<file path="config.mk">
export PLATFORM = sky130hd
export DESIGN_NAME = looping_timeline_tracker_flat
export DESIGN_NICKNAME = d
export VERILOG_FILES = /design/src/sv/ltt_pkg.sv /design/src/sv/ltt_if.sv /design/src/sv/looping_timeline_tracker.sv /design/src/sv/ltt_serial_mul.sv /design/src/sv/ltt_serial_div.sv /design/src/flat_wrapper.sv
export SDC_FILE = /design/constraint.sdc
export NUM_CORES = 2
export LEC_CHECK = 0
export ABC_AREA = 0
export BUFFER_PORTS_ARGS = -buffer_cell sky130_fd_sc_hd__buf_2
export CAP_MARGIN = 40
export CELL_PAD_IN_SITES_DETAIL_PLACEMENT = 1
export CELL_PAD_IN_SITES_GLOBAL_PLACEMENT = 2
export CORE_ASPECT_RATIO = 2
export CORE_MARGIN = 2
export CORE_UTILIZATION = 37
export CTS_CLUSTER_DIAMETER = 120
export DETAILED_ROUTE_END_ITERATION = 10
export PLACE_DENSITY = 0.8
export SYNTH_ARGS = -nofsm -noshare
export SYNTH_HDL_FRONTEND = slang
export SYNTH_SLANG_ARGS = --single-unit
</file>
<file path="constraint.sdc">
create_clock -name clk -period 6.45 [get_ports clk]
set_input_delay 0 -clock clk [delete_from_list [all_inputs] [get_ports clk]]
set_output_delay 0 -clock clk [all_outputs]
set_load 0.01 [all_outputs]
</file>
<file path="src/sv/ltt_pkg.sv">
// Shared constants, codes and status types of the looping timeline tracker.
// Used by the interfaces, the serial arithmetic units and the top level.
`default_nettype none

package ltt_pkg;

	localparam int TIME_BITS_DEF = 40;

	// Register and field widths fixed by the register map and item format.
	localparam int CFG_W     = 25;
	localparam int CFG_IDX_W = 2;
	localparam int DUR_W     = 25;
	localparam int LOOPS_W   = 17;
	localparam int DMAG_W    = 24;
	localparam int NMAG_W    = 16;
	localparam int IDX_W     = 16;
	localparam int CMD_W     = 3;
	localparam int RUN_W     = 2;
	localparam int LIM_W     = DMAG_W + NMAG_W;
	localparam int MUL_B_W   = IDX_W + 1;

	localparam logic [CFG_IDX_W-1:0] CFG_DURATION = 2'd0;
	localparam logic [CFG_IDX_W-1:0] CFG_LOOPS    = 2'd1;
	localparam logic [CFG_IDX_W-1:0] CFG_BACKWARD = 2'd2;

	localparam logic [CMD_W-1:0] CMD_TICK   = 3'd0;
	localparam logic [CMD_W-1:0] CMD_START  = 3'd1;
	localparam logic [CMD_W-1:0] CMD_STOP   = 3'd2;
	localparam logic [CMD_W-1:0] CMD_PAUSE  = 3'd3;
	localparam logic [CMD_W-1:0] CMD_RESUME = 3'd4;
	localparam logic [CMD_W-1:0] CMD_SET    = 3'd5;

	localparam logic [RUN_W-1:0] RUN_STOPPED = 2'd0;
	localparam logic [RUN_W-1:0] RUN_PAUSED  = 2'd1;
	localparam logic [RUN_W-1:0] RUN_RUNNING = 2'd2;

	localparam logic [IDX_W-1:0] IDX_MAX = '1;

	typedef struct packed {
		logic busy;
		logic done;
	} unit_stat_t;

endpackage

`default_nettype wire

</file>
<file path="src/sv/ltt_if.sv">
// Valid/ready channels of the looping timeline tracker: command items in,
// timeline report items out. Widths come from ltt_pkg.
`default_nettype none

interface ltt_cmd_if #(
	parameter int TIME_BITS = ltt_pkg::TIME_BITS_DEF
);
	logic                        valid;
	logic                        ready;
	logic [ltt_pkg::CMD_W-1:0]   command;
	logic [TIME_BITS-1:0]        time_value;

	modport source(output valid, command, time_value, input ready);
	modport sink(input valid, command, time_value, output ready);
endinterface

interface ltt_res_if #(
	parameter int TIME_BITS = ltt_pkg::TIME_BITS_DEF
);
	logic                        valid;
	logic                        ready;
	logic [ltt_pkg::RUN_W-1:0]   run_state;
	logic [TIME_BITS-1:0]        total_time;
	logic [TIME_BITS-1:0]        loop_time;
	logic [ltt_pkg::IDX_W-1:0]   loop_index;
	logic                        loop_changed;
	logic                        finished;

	modport source(output valid, run_state, total_time, loop_time, loop_index,
		loop_changed, finished, input ready);
	modport sink(input valid, run_state, total_time, loop_time, loop_index,
		loop_changed, finished, output ready);
endinterface

`default_nettype wire

</file>
<file path="src/sv/looping_timeline_tracker.sv">
// Top level of the looping timeline tracker: register file, command sequencer
// and timeline state. Uses ltt_pkg, ltt_if, ltt_serial_mul and ltt_serial_div.
//
//   channel   dir   handshake      payload
//   cmd       in    valid/ready    command, time_value
//   res       out   valid/ready    run_state, total_time, loop_time,
//                                  loop_index, loop_changed, finished
//   cfg       in    cfg_we         cfg_index, cfg_data
//
// One item is worked at a time. Every item first forms duration times loop
// count in the serial multiplier. Moving the time with a positive duration
// runs the serial divider, one quotient bit a cycle; a forward stop adds a
// second multiply.
// Reset is asynchronous and returns the timeline and registers to defaults.
// The next item is taken while a report still waits in the output register.
`default_nettype none

module looping_timeline_tracker #(
	parameter int TIME_BITS = ltt_pkg::TIME_BITS_DEF
) (
	input  logic                            clk,
	input  logic                            arst_n,
	ltt_cmd_if.sink                         cmd,
	ltt_res_if.source                       res,
	input  logic                            cfg_we,
	input  logic [ltt_pkg::CFG_IDX_W-1:0]   cfg_index,
	input  logic [ltt_pkg::CFG_W-1:0]       cfg_data
);

	localparam int LIM_W  = ltt_pkg::LIM_W;
	localparam int B_W    = ltt_pkg::MUL_B_W;
	localparam int IDX_W  = ltt_pkg::IDX_W;
	localparam int PW_RAW = TIME_BITS + B_W;
	localparam int PW_CAP = (PW_RAW > 64) ? 64 : PW_RAW;
	localparam int PROD_W = (PW_CAP < LIM_W + 1) ? LIM_W + 1 : PW_CAP;
	localparam int WIDE   = (TIME_BITS > LIM_W) ? TIME_BITS : LIM_W;

	localparam logic [TIME_BITS-1:0] MAXT = '1;

	typedef enum logic [7:0] {
		ST_IDLE   = 8'b0000_0001,
		ST_MULL   = 8'b0000_0010,
		ST_DECIDE = 8'b0000_0100,
		ST_DIV    = 8'b0000_1000,
		ST_APPLY  = 8'b0001_0000,
		ST_STOP   = 8'b0010_0000,
		ST_MULF   = 8'b0100_0000,
		ST_OUT    = 8'b1000_0000
	} state_t;

	state_t state_q, state_d;

	// Registers.
	logic [ltt_pkg::DUR_W-1:0]   dur_q;
	logic [ltt_pkg::LOOPS_W-1:0] loops_q;
	logic                        back_q;

	// Timeline state.
	logic [ltt_pkg::RUN_W-1:0]   mode_q, mode_d;
	logic [TIME_BITS-1:0]        total_q;
	logic [TIME_BITS-1:0]        inloop_q;
	logic [IDX_W-1:0]            idx_q;
	logic                        fin_q, fin_d;

	// Item being worked.
	logic [ltt_pkg::CMD_W-1:0]   cmd_q;
	logic [TIME_BITS-1:0]        tv_q;
	logic [IDX_W-1:0]            old_idx_q;
	logic [LIM_W-1:0]            lim_raw_q;
	logic [TIME_BITS-1:0]        lim_q;
	logic [TIME_BITS-1:0]        msecs_q;

	// Result register.
	logic                        res_valid_q;
	logic [ltt_pkg::RUN_W-1:0]   res_run_q;
	logic [TIME_BITS-1:0]        res_total_q;
	logic [TIME_BITS-1:0]        res_loop_time_q;
	logic [IDX_W-1:0]            res_index_q;
	logic                        res_changed_q;
	logic                        res_fin_q;

	logic                        accept;
	logic                        d_neg, d_zero, d_pos, n_neg, n_zero, bounded;
	logic [ltt_pkg::DMAG_W-1:0]  d_mag;
	logic [ltt_pkg::NMAG_W-1:0]  n_mag;
	logic [WIDE-1:0]             maxt_w, dur_w, lim_w;
	logic [TIME_BITS-1:0]        dclamp, lim_c;
	logic [TIME_BITS:0]          sum;
	logic [TIME_BITS-1:0]        t_add, t_sub, start_r;
	logic                        apply_go;
	logic [TIME_BITS-1:0]        apply_raw, msecs_c;
	logic                        need_prod;

	logic                        mul_start;
	logic [PROD_W-1:0]           mul_a, mul_prod;
	logic [B_W-1:0]              mul_b;
	ltt_pkg::unit_stat_t         mul_stat;

	logic                        div_start;
	logic [TIME_BITS-1:0]        div_quot;
	logic [ltt_pkg::DMAG_W-1:0]  div_rem;
	ltt_pkg::unit_stat_t         div_stat;

	logic                        write_time, load_lim, res_load;
	logic [TIME_BITS-1:0]        q_full, q_adj, cur;
	logic [WIDE-1:0]             rem_w;
	logic [IDX_W-1:0]            idx_new;
	logic                        hit;

	assign accept    = cmd.valid && cmd.ready;
	assign cmd.ready = (state_q == ST_IDLE);

	// Negative register values act as undefined duration and endless count.
	assign d_neg   = dur_q[ltt_pkg::DUR_W-1];
	assign d_zero  = (dur_q == '0);
	assign d_pos   = !d_neg && !d_zero;
	assign d_mag   = dur_q[ltt_pkg::DMAG_W-1:0];
	assign n_neg   = loops_q[ltt_pkg::LOOPS_W-1];
	assign n_zero  = (loops_q == '0);
	assign n_mag   = loops_q[ltt_pkg::NMAG_W-1:0];
	assign bounded = d_zero || (d_pos && !n_neg);

	assign maxt_w = WIDE'(MAXT);
	assign dur_w  = WIDE'(d_mag);
	assign dclamp = (dur_w > maxt_w) ? MAXT : dur_w[TIME_BITS-1:0];
	assign lim_w  = WIDE'(mul_prod[LIM_W-1:0]);
	assign lim_c  = (lim_w > maxt_w) ? MAXT : lim_w[TIME_BITS-1:0];

	assign sum     = {1'b0, total_q} + {1'b0, tv_q};
	assign t_add   = sum[TIME_BITS] ? MAXT : sum[TIME_BITS-1:0];
	assign t_sub   = (total_q > tv_q) ? (total_q - tv_q) : '0;
	assign start_r = (back_q && d_pos) ? (n_neg ? dclamp : lim_q) : '0;
	assign msecs_c = (bounded && (apply_raw > lim_q)) ? lim_q : apply_raw;

	assign need_prod = !d_neg && !n_neg && !back_q;

	ltt_serial_mul #(
		.A_W (PROD_W),
		.B_W (B_W)
	) u_mul (
		.clk    (clk),
		.arst_n (arst_n),
		.start  (mul_start),
		.a      (mul_a),
		.b      (mul_b),
		.prod   (mul_prod),
		.stat   (mul_stat)
	);

	ltt_serial_div #(
		.N_W (TIME_BITS)
	) u_div (
		.clk      (clk),
		.arst_n   (arst_n),
		.start    (div_start),
		.dividend (msecs_c),
		.divisor  (d_mag),
		.quot     (div_quot),
		.rem      (div_rem),
		.stat     (div_stat)
	);

	// Loop index and time within the loop from the division of the new total.
	always_comb begin
		q_full = d_pos ? div_quot : '0;
		rem_w  = WIDE'(div_rem);
		q_adj  = q_full;
		cur    = msecs_q;
		if (!n_neg && (q_full == TIME_BITS'(n_mag))) begin
			cur   = d_pos ? dclamp : '0;
			q_adj = n_zero ? '0 : TIME_BITS'(n_mag - ltt_pkg::NMAG_W'(1));
		end else if (!d_pos) begin
			cur = msecs_q;
		end else if (!back_q) begin
			cur = rem_w[TIME_BITS-1:0];
		end else if (msecs_q == '0) begin
			cur = '0;
		end else if (div_rem == '0) begin
			// Backward play shows a loop boundary as the full duration.
			cur   = dclamp;
			q_adj = q_full - TIME_BITS'(1);
		end else begin
			cur = rem_w[TIME_BITS-1:0];
		end
		idx_new = (q_adj > TIME_BITS'(ltt_pkg::IDX_MAX)) ? ltt_pkg::IDX_MAX : q_adj[IDX_W-1:0];
		hit     = back_q ? (msecs_q == '0) : (bounded && (msecs_q == lim_q));
	end

	always_comb begin
		state_d    = state_q;
		mode_d     = mode_q;
		fin_d      = fin_q;
		apply_go   = 1'b0;
		apply_raw  = '0;
		mul_start  = 1'b0;
		mul_a      = '0;
		mul_b      = '0;
		div_start  = 1'b0;
		write_time = 1'b0;
		load_lim   = 1'b0;
		res_load   = 1'b0;
		case (state_q)
			ST_IDLE: begin
				if (accept) begin
					mul_start = 1'b1;
					mul_a     = PROD_W'(d_mag);
					mul_b     = B_W'(n_mag);
					state_d   = ST_MULL;
				end
			end
			ST_MULL: begin
				if (mul_stat.done) begin
					load_lim = 1'b1;
					state_d  = ST_DECIDE;
				end
			end
			ST_DECIDE: begin
				state_d = ST_OUT;
				case (cmd_q)
					ltt_pkg::CMD_TICK: begin
						if (mode_q == ltt_pkg::RUN_RUNNING && tv_q != '0) begin
							apply_go  = 1'b1;
							apply_raw = back_q ? t_sub : t_add;
						end
					end
					ltt_pkg::CMD_START: begin
						if (mode_q != ltt_pkg::RUN_RUNNING && !n_zero) begin
							mode_d = ltt_pkg::RUN_RUNNING;
							if (mode_q == ltt_pkg::RUN_STOPPED) begin
								apply_go  = 1'b1;
								apply_raw = start_r;
							end
						end
					end
					ltt_pkg::CMD_STOP: begin
						state_d = ST_STOP;
					end
					ltt_pkg::CMD_PAUSE: begin
						if (mode_q == ltt_pkg::RUN_RUNNING && !n_zero) begin
							mode_d = ltt_pkg::RUN_PAUSED;
						end
					end
					ltt_pkg::CMD_RESUME: begin
						if (mode_q == ltt_pkg::RUN_PAUSED && !n_zero) begin
							mode_d = ltt_pkg::RUN_RUNNING;
						end
					end
					ltt_pkg::CMD_SET: begin
						apply_go  = 1'b1;
						apply_raw = tv_q;
					end
					default: begin
					end
				endcase
				if (apply_go) begin
					div_start = d_pos;
					state_d   = d_pos ? ST_DIV : ST_APPLY;
				end
			end
			ST_DIV: begin
				if (div_stat.done) begin
					state_d = ST_APPLY;
				end
			end
			ST_APPLY: begin
				write_time = 1'b1;
				state_d    = hit ? ST_STOP : ST_OUT;
			end
			ST_STOP: begin
				state_d = ST_OUT;
				if (mode_q != ltt_pkg::RUN_STOPPED && !n_zero) begin
					mode_d = ltt_pkg::RUN_STOPPED;
					if (need_prod) begin
						// Forward finish compares loop time times loops played
						// against the full length.
						mul_start = 1'b1;
						mul_a     = PROD_W'(inloop_q);
						mul_b     = B_W'(idx_q) + B_W'(1);
						state_d   = ST_MULF;
					end else begin
						fin_d = d_neg || n_neg || (back_q && inloop_q == '0);
					end
				end
			end
			ST_MULF: begin
				if (mul_stat.done) begin
					fin_d   = (mul_prod == PROD_W'(lim_raw_q));
					state_d = ST_OUT;
				end
			end
			ST_OUT: begin
				if (!res_valid_q || res.ready) begin
					res_load = 1'b1;
					state_d  = ST_IDLE;
				end
			end
			default: begin
				state_d = ST_IDLE;
			end
		endcase
	end

	always_ff @(posedge clk or negedge arst_n) begin
		if (!arst_n) begin
			state_q     <= ST_IDLE;
			mode_q      <= ltt_pkg::RUN_STOPPED;
			total_q     <= '0;
			inloop_q    <= '0;
			idx_q       <= '0;
			fin_q       <= 1'b0;
			res_valid_q <= 1'b0;
			dur_q       <= '0;
			loops_q     <= ltt_pkg::LOOPS_W'(1);
			back_q      <= 1'b0;
		end else begin
			state_q <= state_d;
			mode_q  <= mode_d;
			fin_q   <= accept ? 1'b0 : fin_d;
			if (write_time) begin
				total_q  <= msecs_q;
				inloop_q <= cur;
				idx_q    <= idx_new;
			end
			if (res_load) begin
				res_valid_q <= 1'b1;
			end else if (res.ready) begin
				res_valid_q <= 1'b0;
			end
			if (cfg_we) begin
				case (cfg_index)
					ltt_pkg::CFG_DURATION: dur_q   <= cfg_data[ltt_pkg::DUR_W-1:0];
					ltt_pkg::CFG_LOOPS:    loops_q <= cfg_data[ltt_pkg::LOOPS_W-1:0];
					ltt_pkg::CFG_BACKWARD: back_q  <= cfg_data[0];
					default: begin
					end
				endcase
			end
		end
	end

	always_ff @(posedge clk) begin
		if (accept) begin
			cmd_q     <= cmd.command;
			tv_q      <= cmd.time_value;
			old_idx_q <= idx_q;
		end
		if (load_lim) begin
			lim_raw_q <= mul_prod[LIM_W-1:0];
			lim_q     <= lim_c;
		end
		if (state_q == ST_DECIDE) begin
			msecs_q <= msecs_c;
		end
		if (res_load) begin
			res_run_q       <= mode_q;
			res_total_q     <= total_q;
			res_loop_time_q <= inloop_q;
			res_index_q     <= idx_q;
			res_changed_q   <= (idx_q != old_idx_q);
			res_fin_q       <= fin_q;
		end
	end

	assign res.valid        = res_valid_q;
	assign res.run_state    = res_run_q;
	assign res.total_time   = res_total_q;
	assign res.loop_time    = res_loop_time_q;
	assign res.loop_index   = res_index_q;
	assign res.loop_changed = res_changed_q;
	assign res.finished     = res_fin_q;

	a_res_from_out: assert property (@(posedge clk) disable iff (!arst_n)
		$rose(res.valid) |-> $past(state_q == ST_OUT))
		else $error("result item raised outside the output step");

	a_fin_stopped: assert property (@(posedge clk) disable iff (!arst_n)
		(res.valid && res.finished) |-> (res.run_state == ltt_pkg::RUN_STOPPED))
		else $error("finished reported on a timeline that still runs");

	a_mul_idle: assert property (@(posedge clk) disable iff (!arst_n)
		mul_start |-> !mul_stat.busy)
		else $error("multiplier restarted while busy");

	a_div_idle: assert property (@(posedge clk) disable iff (!arst_n)
		div_start |-> (!div_stat.busy && state_q == ST_DECIDE))
		else $error("divider restarted while busy");

endmodule

`default_nettype wire

</file>
<file path="src/sv/ltt_serial_mul.sv">
// Bit-serial shift-and-add multiplier, one multiplier bit per cycle.
// Depends on ltt_pkg for the status struct.
`default_nettype none

module ltt_serial_mul #(
	parameter int A_W = 57,
	parameter int B_W = ltt_pkg::MUL_B_W
) (
	input  logic                clk,
	input  logic                arst_n,
	input  logic                start,
	input  logic [A_W-1:0]      a,
	input  logic [B_W-1:0]      b,
	output logic [A_W-1:0]      prod,
	output ltt_pkg::unit_stat_t stat
);

	localparam int CNT_W = $clog2(B_W + 1);

	logic [CNT_W-1:0] cnt_q;
	logic             done_q;
	logic [A_W-1:0]   acc_q;
	logic [A_W-1:0]   a_q;
	logic [B_W-1:0]   b_q;

	always_ff @(posedge clk or negedge arst_n) begin
		if (!arst_n) begin
			cnt_q  <= '0;
			done_q <= 1'b0;
		end else begin
			done_q <= 1'b0;
			if (start) begin
				cnt_q <= CNT_W'(B_W);
			end else if (cnt_q != '0) begin
				cnt_q <= cnt_q - CNT_W'(1);
				if (cnt_q == CNT_W'(1)) begin
					done_q <= 1'b1;
				end
			end
		end
	end

	// The product wraps at A_W bits, which keeps the low bits exact.
	always_ff @(posedge clk) begin
		if (start) begin
			acc_q <= '0;
			a_q   <= a;
			b_q   <= b;
		end else if (cnt_q != '0) begin
			if (b_q[0]) begin
				acc_q <= acc_q + a_q;
			end
			a_q <= {a_q[A_W-2:0], 1'b0};
			b_q <= {1'b0, b_q[B_W-1:1]};
		end
	end

	assign prod      = acc_q;
	assign stat.busy = (cnt_q != '0);
	assign stat.done = done_q;

endmodule

`default_nettype wire

</file>
<file path="src/sv/ltt_serial_div.sv">
// Restoring divider, one quotient bit per cycle, dividend shifted in MSB first.
// Depends on ltt_pkg for the status struct and the divisor width.
`default_nettype none

module ltt_serial_div #(
	parameter int N_W = ltt_pkg::TIME_BITS_DEF
) (
	input  logic                        clk,
	input  logic                        arst_n,
	input  logic                        start,
	input  logic [N_W-1:0]              dividend,
	input  logic [ltt_pkg::DMAG_W-1:0]  divisor,
	output logic [N_W-1:0]              quot,
	output logic [ltt_pkg::DMAG_W-1:0]  rem,
	output ltt_pkg::unit_stat_t         stat
);

	localparam int D_W   = ltt_pkg::DMAG_W;
	localparam int CNT_W = $clog2(N_W + 1);

	logic [CNT_W-1:0] cnt_q;
	logic             done_q;
	logic [D_W-1:0]   rem_q;
	logic [N_W-1:0]   quo_q;
	logic [D_W-1:0]   div_q;

	logic [D_W:0]     trial;
	logic [D_W:0]     diff;
	logic             ge;

	assign trial = {rem_q, quo_q[N_W-1]};
	assign diff  = trial - {1'b0, div_q};
	assign ge    = (trial >= {1'b0, div_q});

	always_ff @(posedge clk or negedge arst_n) begin
		if (!arst_n) begin
			cnt_q  <= '0;
			done_q <= 1'b0;
		end else begin
			done_q <= 1'b0;
			if (start) begin
				cnt_q <= CNT_W'(N_W);
			end else if (cnt_q != '0) begin
				cnt_q <= cnt_q - CNT_W'(1);
				if (cnt_q == CNT_W'(1)) begin
					done_q <= 1'b1;
				end
			end
		end
	end

	// The partial remainder stays below the divisor, so its top bit drops.
	always_ff @(posedge clk) begin
		if (start) begin
			rem_q <= '0;
			quo_q <= dividend;
			div_q <= divisor;
		end else if (cnt_q != '0) begin
			rem_q <= ge ? diff[D_W-1:0] : trial[D_W-1:0];
			quo_q <= {quo_q[N_W-2:0], ge};
		end
	end

	assign quot      = quo_q;
	assign rem       = rem_q;
	assign stat.busy = (cnt_q != '0);
	assign stat.done = done_q;

endmodule

`default_nettype wire
</file>
<file path="src/flat_wrapper.sv">
// flat-port wrapper written by rule: the top's interface ports become plain ports
module looping_timeline_tracker_flat 
#(
	parameter int TIME_BITS = ltt_pkg::TIME_BITS_DEF
)
  (clk, arst_n, cfg_we, cfg_index, cfg_data, cmd_valid, cmd_command, cmd_time_value, cmd_ready, res_valid, res_run_state, res_total_time, res_loop_time, res_loop_index, res_loop_changed, res_finished, res_ready);
  ltt_cmd_if #(.TIME_BITS(TIME_BITS)) cmd_i ();
  ltt_res_if #(.TIME_BITS(TIME_BITS)) res_i ();
  input  logic clk;
  input  logic arst_n;
  input  logic cfg_we;
  input  logic [ltt_pkg::CFG_IDX_W-1:0] cfg_index;
  input  logic [ltt_pkg::CFG_W-1:0] cfg_data;
  input wire logic [$bits(cmd_i.valid)-1:0] cmd_valid;
  input wire logic [$bits(cmd_i.command)-1:0] cmd_command;
  input wire logic [$bits(cmd_i.time_value)-1:0] cmd_time_value;
  output wire logic [$bits(cmd_i.ready)-1:0] cmd_ready;
  output wire logic [$bits(res_i.valid)-1:0] res_valid;
  output wire logic [$bits(res_i.run_state)-1:0] res_run_state;
  output wire logic [$bits(res_i.total_time)-1:0] res_total_time;
  output wire logic [$bits(res_i.loop_time)-1:0] res_loop_time;
  output wire logic [$bits(res_i.loop_index)-1:0] res_loop_index;
  output wire logic [$bits(res_i.loop_changed)-1:0] res_loop_changed;
  output wire logic [$bits(res_i.finished)-1:0] res_finished;
  input wire logic [$bits(res_i.ready)-1:0] res_ready;
  assign cmd_i.valid = cmd_valid;
  assign cmd_i.command = cmd_command;
  assign cmd_i.time_value = cmd_time_value;
  assign cmd_ready = cmd_i.ready;
  assign res_valid = res_i.valid;
  assign res_run_state = res_i.run_state;
  assign res_total_time = res_i.total_time;
  assign res_loop_time = res_i.loop_time;
  assign res_loop_index = res_i.loop_index;
  assign res_loop_changed = res_i.loop_changed;
  assign res_finished = res_i.finished;
  assign res_i.ready = res_ready;
  looping_timeline_tracker #(.TIME_BITS(TIME_BITS)) u_core (.clk(clk), .arst_n(arst_n), .cmd(cmd_i), .res(res_i), .cfg_we(cfg_we), .cfg_index(cfg_index), .cfg_data(cfg_data));
endmodule
</file>
==> flow_summary.json <==
{
  "status": "finished clean",
  "slowest_delay_ns": 0.56,
  "grt_overflow_total": 0,
  "insertion_delay_ns": 0.70,
  "clockPowerShare": 0.268,
  "min_path_type": "in -> reg",
  "critPathMaxFanout": 10,
  "path_delay_family": "compound AO/OA/AOI/OAI gates",
  "worstSetupPathType": "reg -> reg",
  "clk_pin_slew_worst_paths_ns": 0.07,
  "ios": 177,
  "synth_edf_count": 417,
  "hold_viol_final": 0,
  "ys.flop_type": "edfxtp_1",
  "dp_slack_ns": -0.3712,
  "crit_buf_inv": 5,
  "syn_inst": 4088,
  "dieArea_um2": 109200,
  "worst_slack_ns": 0.1006,
  "synth_area_per_cell_um2": 9.635,
  "dr.pass1.iters": 5,
  "gr-usage-met1": 0.3185,
  "end_kind": "flip-flop",
  "wl_mm": 175.6,
  "timing.final.crit_period_ns": 6.349,
  "grt_max_degree": 118,
  "cp_data_arrival_time_ns": 6.78,
  "drt_first_iter_violations": 2507,
  "core_um2": 105700,
  "crit_top_cell": "buf_4",
  "max_clock_freq_mhz": 157.5,
  "grt_pass1_vias": 37488,
  "slew_headroom": 0.2605,
  "synth_fp_nets": 4375,
  "pwr-share-comb": 0.344,
  "dpl.hpwl_mm": 135.4,
  "period_share": 0.9844,
  "grt_first_pass_wirelength_mm": 253.7,
  "syn_area_um2": 39390,
  "grt_util_met2": 0.5705,
  "avgRoutedWirePerCell_um": 29.61,
  "clock_sinks": 662,
  "netSwitchingFraction": 0.3894,
  "powerDensity_nw_per_um2": 356.5,
  "async_flop_share": 0.2477,
  "initial_core_util": 0.3725,
  "setup_violations": 0,
  "layout.nets": 4786,
  "slew_viol_final": 0,
  "via_per_inst": 5.985,
  "chipHeight_um": 465.4,
  "syn_to_final_growth_pct": 20.50,
  "ir_drop_uv": 237.9,
  "antenna_found_initial": 6,
  "busiest_layer": "met2",
  "seq_area_frac_synth": 0.4634,
  "clockBufferDepth": 3,
  "cts_tree": "yes",
  "drc": 0,
  "io_buffer_count": 176,
  "slowest_stage": "o41a_1",
  "ctsRootBufferMaster": "clkbuf_16",
  "ys_ff_latch": 662,
  "vias": 35491,
  "cts-htree-levels": 3,
  "worst_pin_slew_ns": 1.109,
  "ant_nets": 0,
  "critPathLaunchType": "flip-flop",
  "seq_power_share": 0.388,
  "use_met3": 0.04575,
  "drv_cap": 0,
  "fp.dieW_um": 234.7,
  "drive_gt1_frac": 0.1789,
  "yosys_warnings": 0,
  "synth_cell_type_count": 98,
  "p_leak_nw": 19.54,
  "grt_usage": 0.3153,
  "rows": 169,
  "p_int_mw": 10.33,
  "totalPowerFinal_mw": 16.92,
  "cts_buffers": 69,
  "switchingPower_mw": 6.587,
  "worstPathRequired_ns": 6.88,
  "place_congestion": 0.9643,
  "clock_skew_ns": 0.04406
}
## cell families after synthesis
| family | count (synthesis) | synth area share |
|---|---|---|
| flip-flops | 662 | 0.4634 |
| XOR/XNOR | 253 | 0.05626 |
| AND/OR/NAND/NOR | 1339 | 0.1606 |
| multiplexers | 93 | 0.02618 |
| buffers and inverters | 459 | 0.04517 |
| adder cells (fa/ha/maj) | 212 | 0.06811 |
| AO/OA/AOI/OAI | 1070 | 0.1803 |
## power by group through the flow
stage / sequential (mW) / combinational, mW / clock, mW
CTS: 6.52 / 5.76 / 4.60
global route: 6.60 / 6.37 / 4.74
global placement: 6.58 / 5.50 / 0
detailed placement: 6.59 / 5.65 / 0
floorplan: 6.02 / 3.88 / 0
finish: 6.56 / 5.82 / 4.53
## cell usage in the layout (no fill, tap or decap), types with 22 or more instances in the layout
cell type | Yosys | routed
buf_4 | 1 | 302
a21o_1 | 71 | 71
a21oi_1 | 274 | 266
dlygate4sd3_1 | 0 | 94
a211oi_1 | 25 | 23
xor2_1 | 125 | 125
ha_1 | 208 | 202
xnor2_1 | 128 | 128
dfrtp_1 | 162 | 161
nor2_1 | 296 | 291
nand2b_1 | 28 | 25
buf_2 | 22 | 176
nor3_1 | 105 | 105
inv_1 | 205 | 204
nand2_1 | 487 | 484
nand4_1 | 52 | 52
a31oi_1 | 61 | 58
clkbuf_16 | 0 | 71
nor2b_1 | 29 | 26
o21ai_0 | 215 | 204
and3_1 | 43 | 42
edfxtp_1 | 417 | 417
mux2_2 | 80 | 80
o21bai_1 | 22 | 22
a221oi_1 | 67 | 58
nand3_1 | 92 | 91
a22oi_1 | 50 | 50
nor4_1 | 89 | 86
o31ai_1 | 38 | 35
dfxtp_1 | 81 | 81
or3_1 | 25 | 24
## metrics by stage
stage / setup TNS, ns / hold WS, ns / utilization / std cells / instance area (µm²)
after global placement: -4.582 / 0.01907 / 0.4108 / 5677 / 43430
final: 0 / 0.03218 / 0.4489 / 5930 / 47460
after floorplan: 0 / -0.2956 / - / 4088 / 39390
after CTS: 0 / 0.0006957 / 0.4456 / 5911 / 47110
after global routing: -0.4012 / 0.02347 / 0.4489 / 5928 / 47460
after detailed placement: -13.32 / 0.01908 / 0.4119 / 5684 / 43550
## timing repair
| action | CTS | global route |
|---|---|---|
| endpoints found under the setup margin | 74 | 75 |
| buffers inserted | 5 | 10 |
| hold buffers | 95 | 0 |
| endpoints found under the hold margin | 252 | 0 |
| gates resized for setup | 21 | 59 |
| pin swaps | 5 | 22 |
## cell type report
type / instances / area, µm²
diodes: 7 / 17.52
multi-input cells: 2967 / 19780
repair buffers: 591 / 4449
clock inverters: 44 / 609.3
well taps: 1368 / 1712
flip-flops and latches: 662 / 18250
inverters: 208 / 783.3
fillers: 11929 / 58270
clock buffers: 83 / 1862
## registers in the layout, indices dropped and copies added, names as in the netlist, 17 cells and up
name,cells
u_core.u_mul.a_q,57
u_core.u_mul.prod,57
u_core.inloop_q,40
u_core.lim_q,40
u_core.lim_raw_q,40
u_core.msecs_q,40
u_core.res.loop_time,40
u_core.res.total_time,40
u_core.total_q,40
u_core.tv_q,40
u_core.u_div.quot,40
u_core.dur_q,25
u_core.u_div.div_q,24
u_core.u_div.rem,24
u_core.loops_q,17
u_core.u_mul.b_q,17
## worst paths after layout
kind                            slack [ns]                          startpoint  depth (start not counted)                                  to
worst min register to register        0.49  u_core.u_mul.prod[42]$_SDFFE_PP0P_                          2  u_core.u_mul.prod[42]$_SDFFE_PP0P_
min in group asynchronous             0.47                              arst_n                          4   u_core.u_div.cnt_q[4]$_DFFE_PN0P_
worst max register to register        0.10            u_core.tv_q[1]$_DFFE_PP_                         26     u_core.u_div.quot[22]$_DFFE_PP_
max in group asynchronous             5.28                              arst_n                          4        u_core.mode_q[0]$_DFFE_PN0P_
worst max-delay path                  0.10            u_core.tv_q[1]$_DFFE_PP_                         26     u_core.u_div.quot[22]$_DFFE_PP_
worst min-delay path                  0.03                   cmd_time_value[8]                          2            u_core.tv_q[8]$_DFFE_PP_
## synthesized netlist by cell type, drive strengths merged (9+ instances only)
cell | instances | area [µm²]
mux2 | 80 | 900.9
nand2 | 487 | 1828
o21a | 22 | 165.2
clkbuf | 211 | 793.3
a21o | 71 | 533.0
o31a | 11 | 96.34
buf | 40 | 205.2
a221o | 17 | 170.2
dfxtp | 81 | 1622
o221ai | 11 | 96.34
xor2 | 125 | 1095
and2 | 17 | 106.4
a22o | 21 | 183.9
a21oi | 286 | 1484
o21bai | 22 | 165.2
inv | 206 | 773.2
nand3b | 10 | 75.07
a21boi | 12 | 90.09
a31oi | 61 | 381.6
a22oi | 50 | 375.4
nand2b | 28 | 175.2
o22ai | 21 | 145.1
nand4 | 52 | 325.3
o211ai | 20 | 155.1
mux2i | 13 | 130.1
a211oi | 26 | 200.2
a2111oi | 10 | 90.09
ha | 208 | 2603
o31ai | 38 | 285.3
xnor2 | 128 | 1121
nand3 | 92 | 460.4
or4 | 20 | 153.9
edfxtp | 417 | 12520
nor2b | 29 | 181.4
nor3b | 9 | 67.56
a221oi | 68 | 601.8
nor3 | 106 | 535.5
and3 | 43 | 269.0
o21ai | 222 | 1122
dfrtp | 162 | 4054
nor2 | 296 | 1111
nor4 | 91 | 590.6
or3 | 28 | 190.2
## layer usage
metal | share of wire | vias up
met5 | 0 | -
met4 | 0.095 | 0
met3 | 0.042 | 544
met2 | 0.52 | 1181
met1 | 0.35 | 17932
li1 | - | 15834
## worst register-to-register path: stages (launching register included)
cell and delay, ns:
edfxtp_1 0.42, buf_4 0.18, inv_2 0.09, ha_4 0.22
nand2b_2 0.21, a221oi_4 0.34, nor4_4 0.10, o21ai_1 0.13
buf_4 0.15, a31oi_2 0.17, o41a_1 0.56, o311ai_2 0.36
xnor2_1 0.19, a221oi_2 0.12, a221oi_2 0.23, nor2_1 0.07
ha_1 0.33, nand4_1 0.22, nor4_1 0.35, buf_4 0.20
and3_1 0.15, o211ai_1 0.15, and3_4 0.24, nor2_4 0.13
buf_12 0.16, mux2_2 0.35, mux2_2 0.27
(Power assumes the default switching activity.)
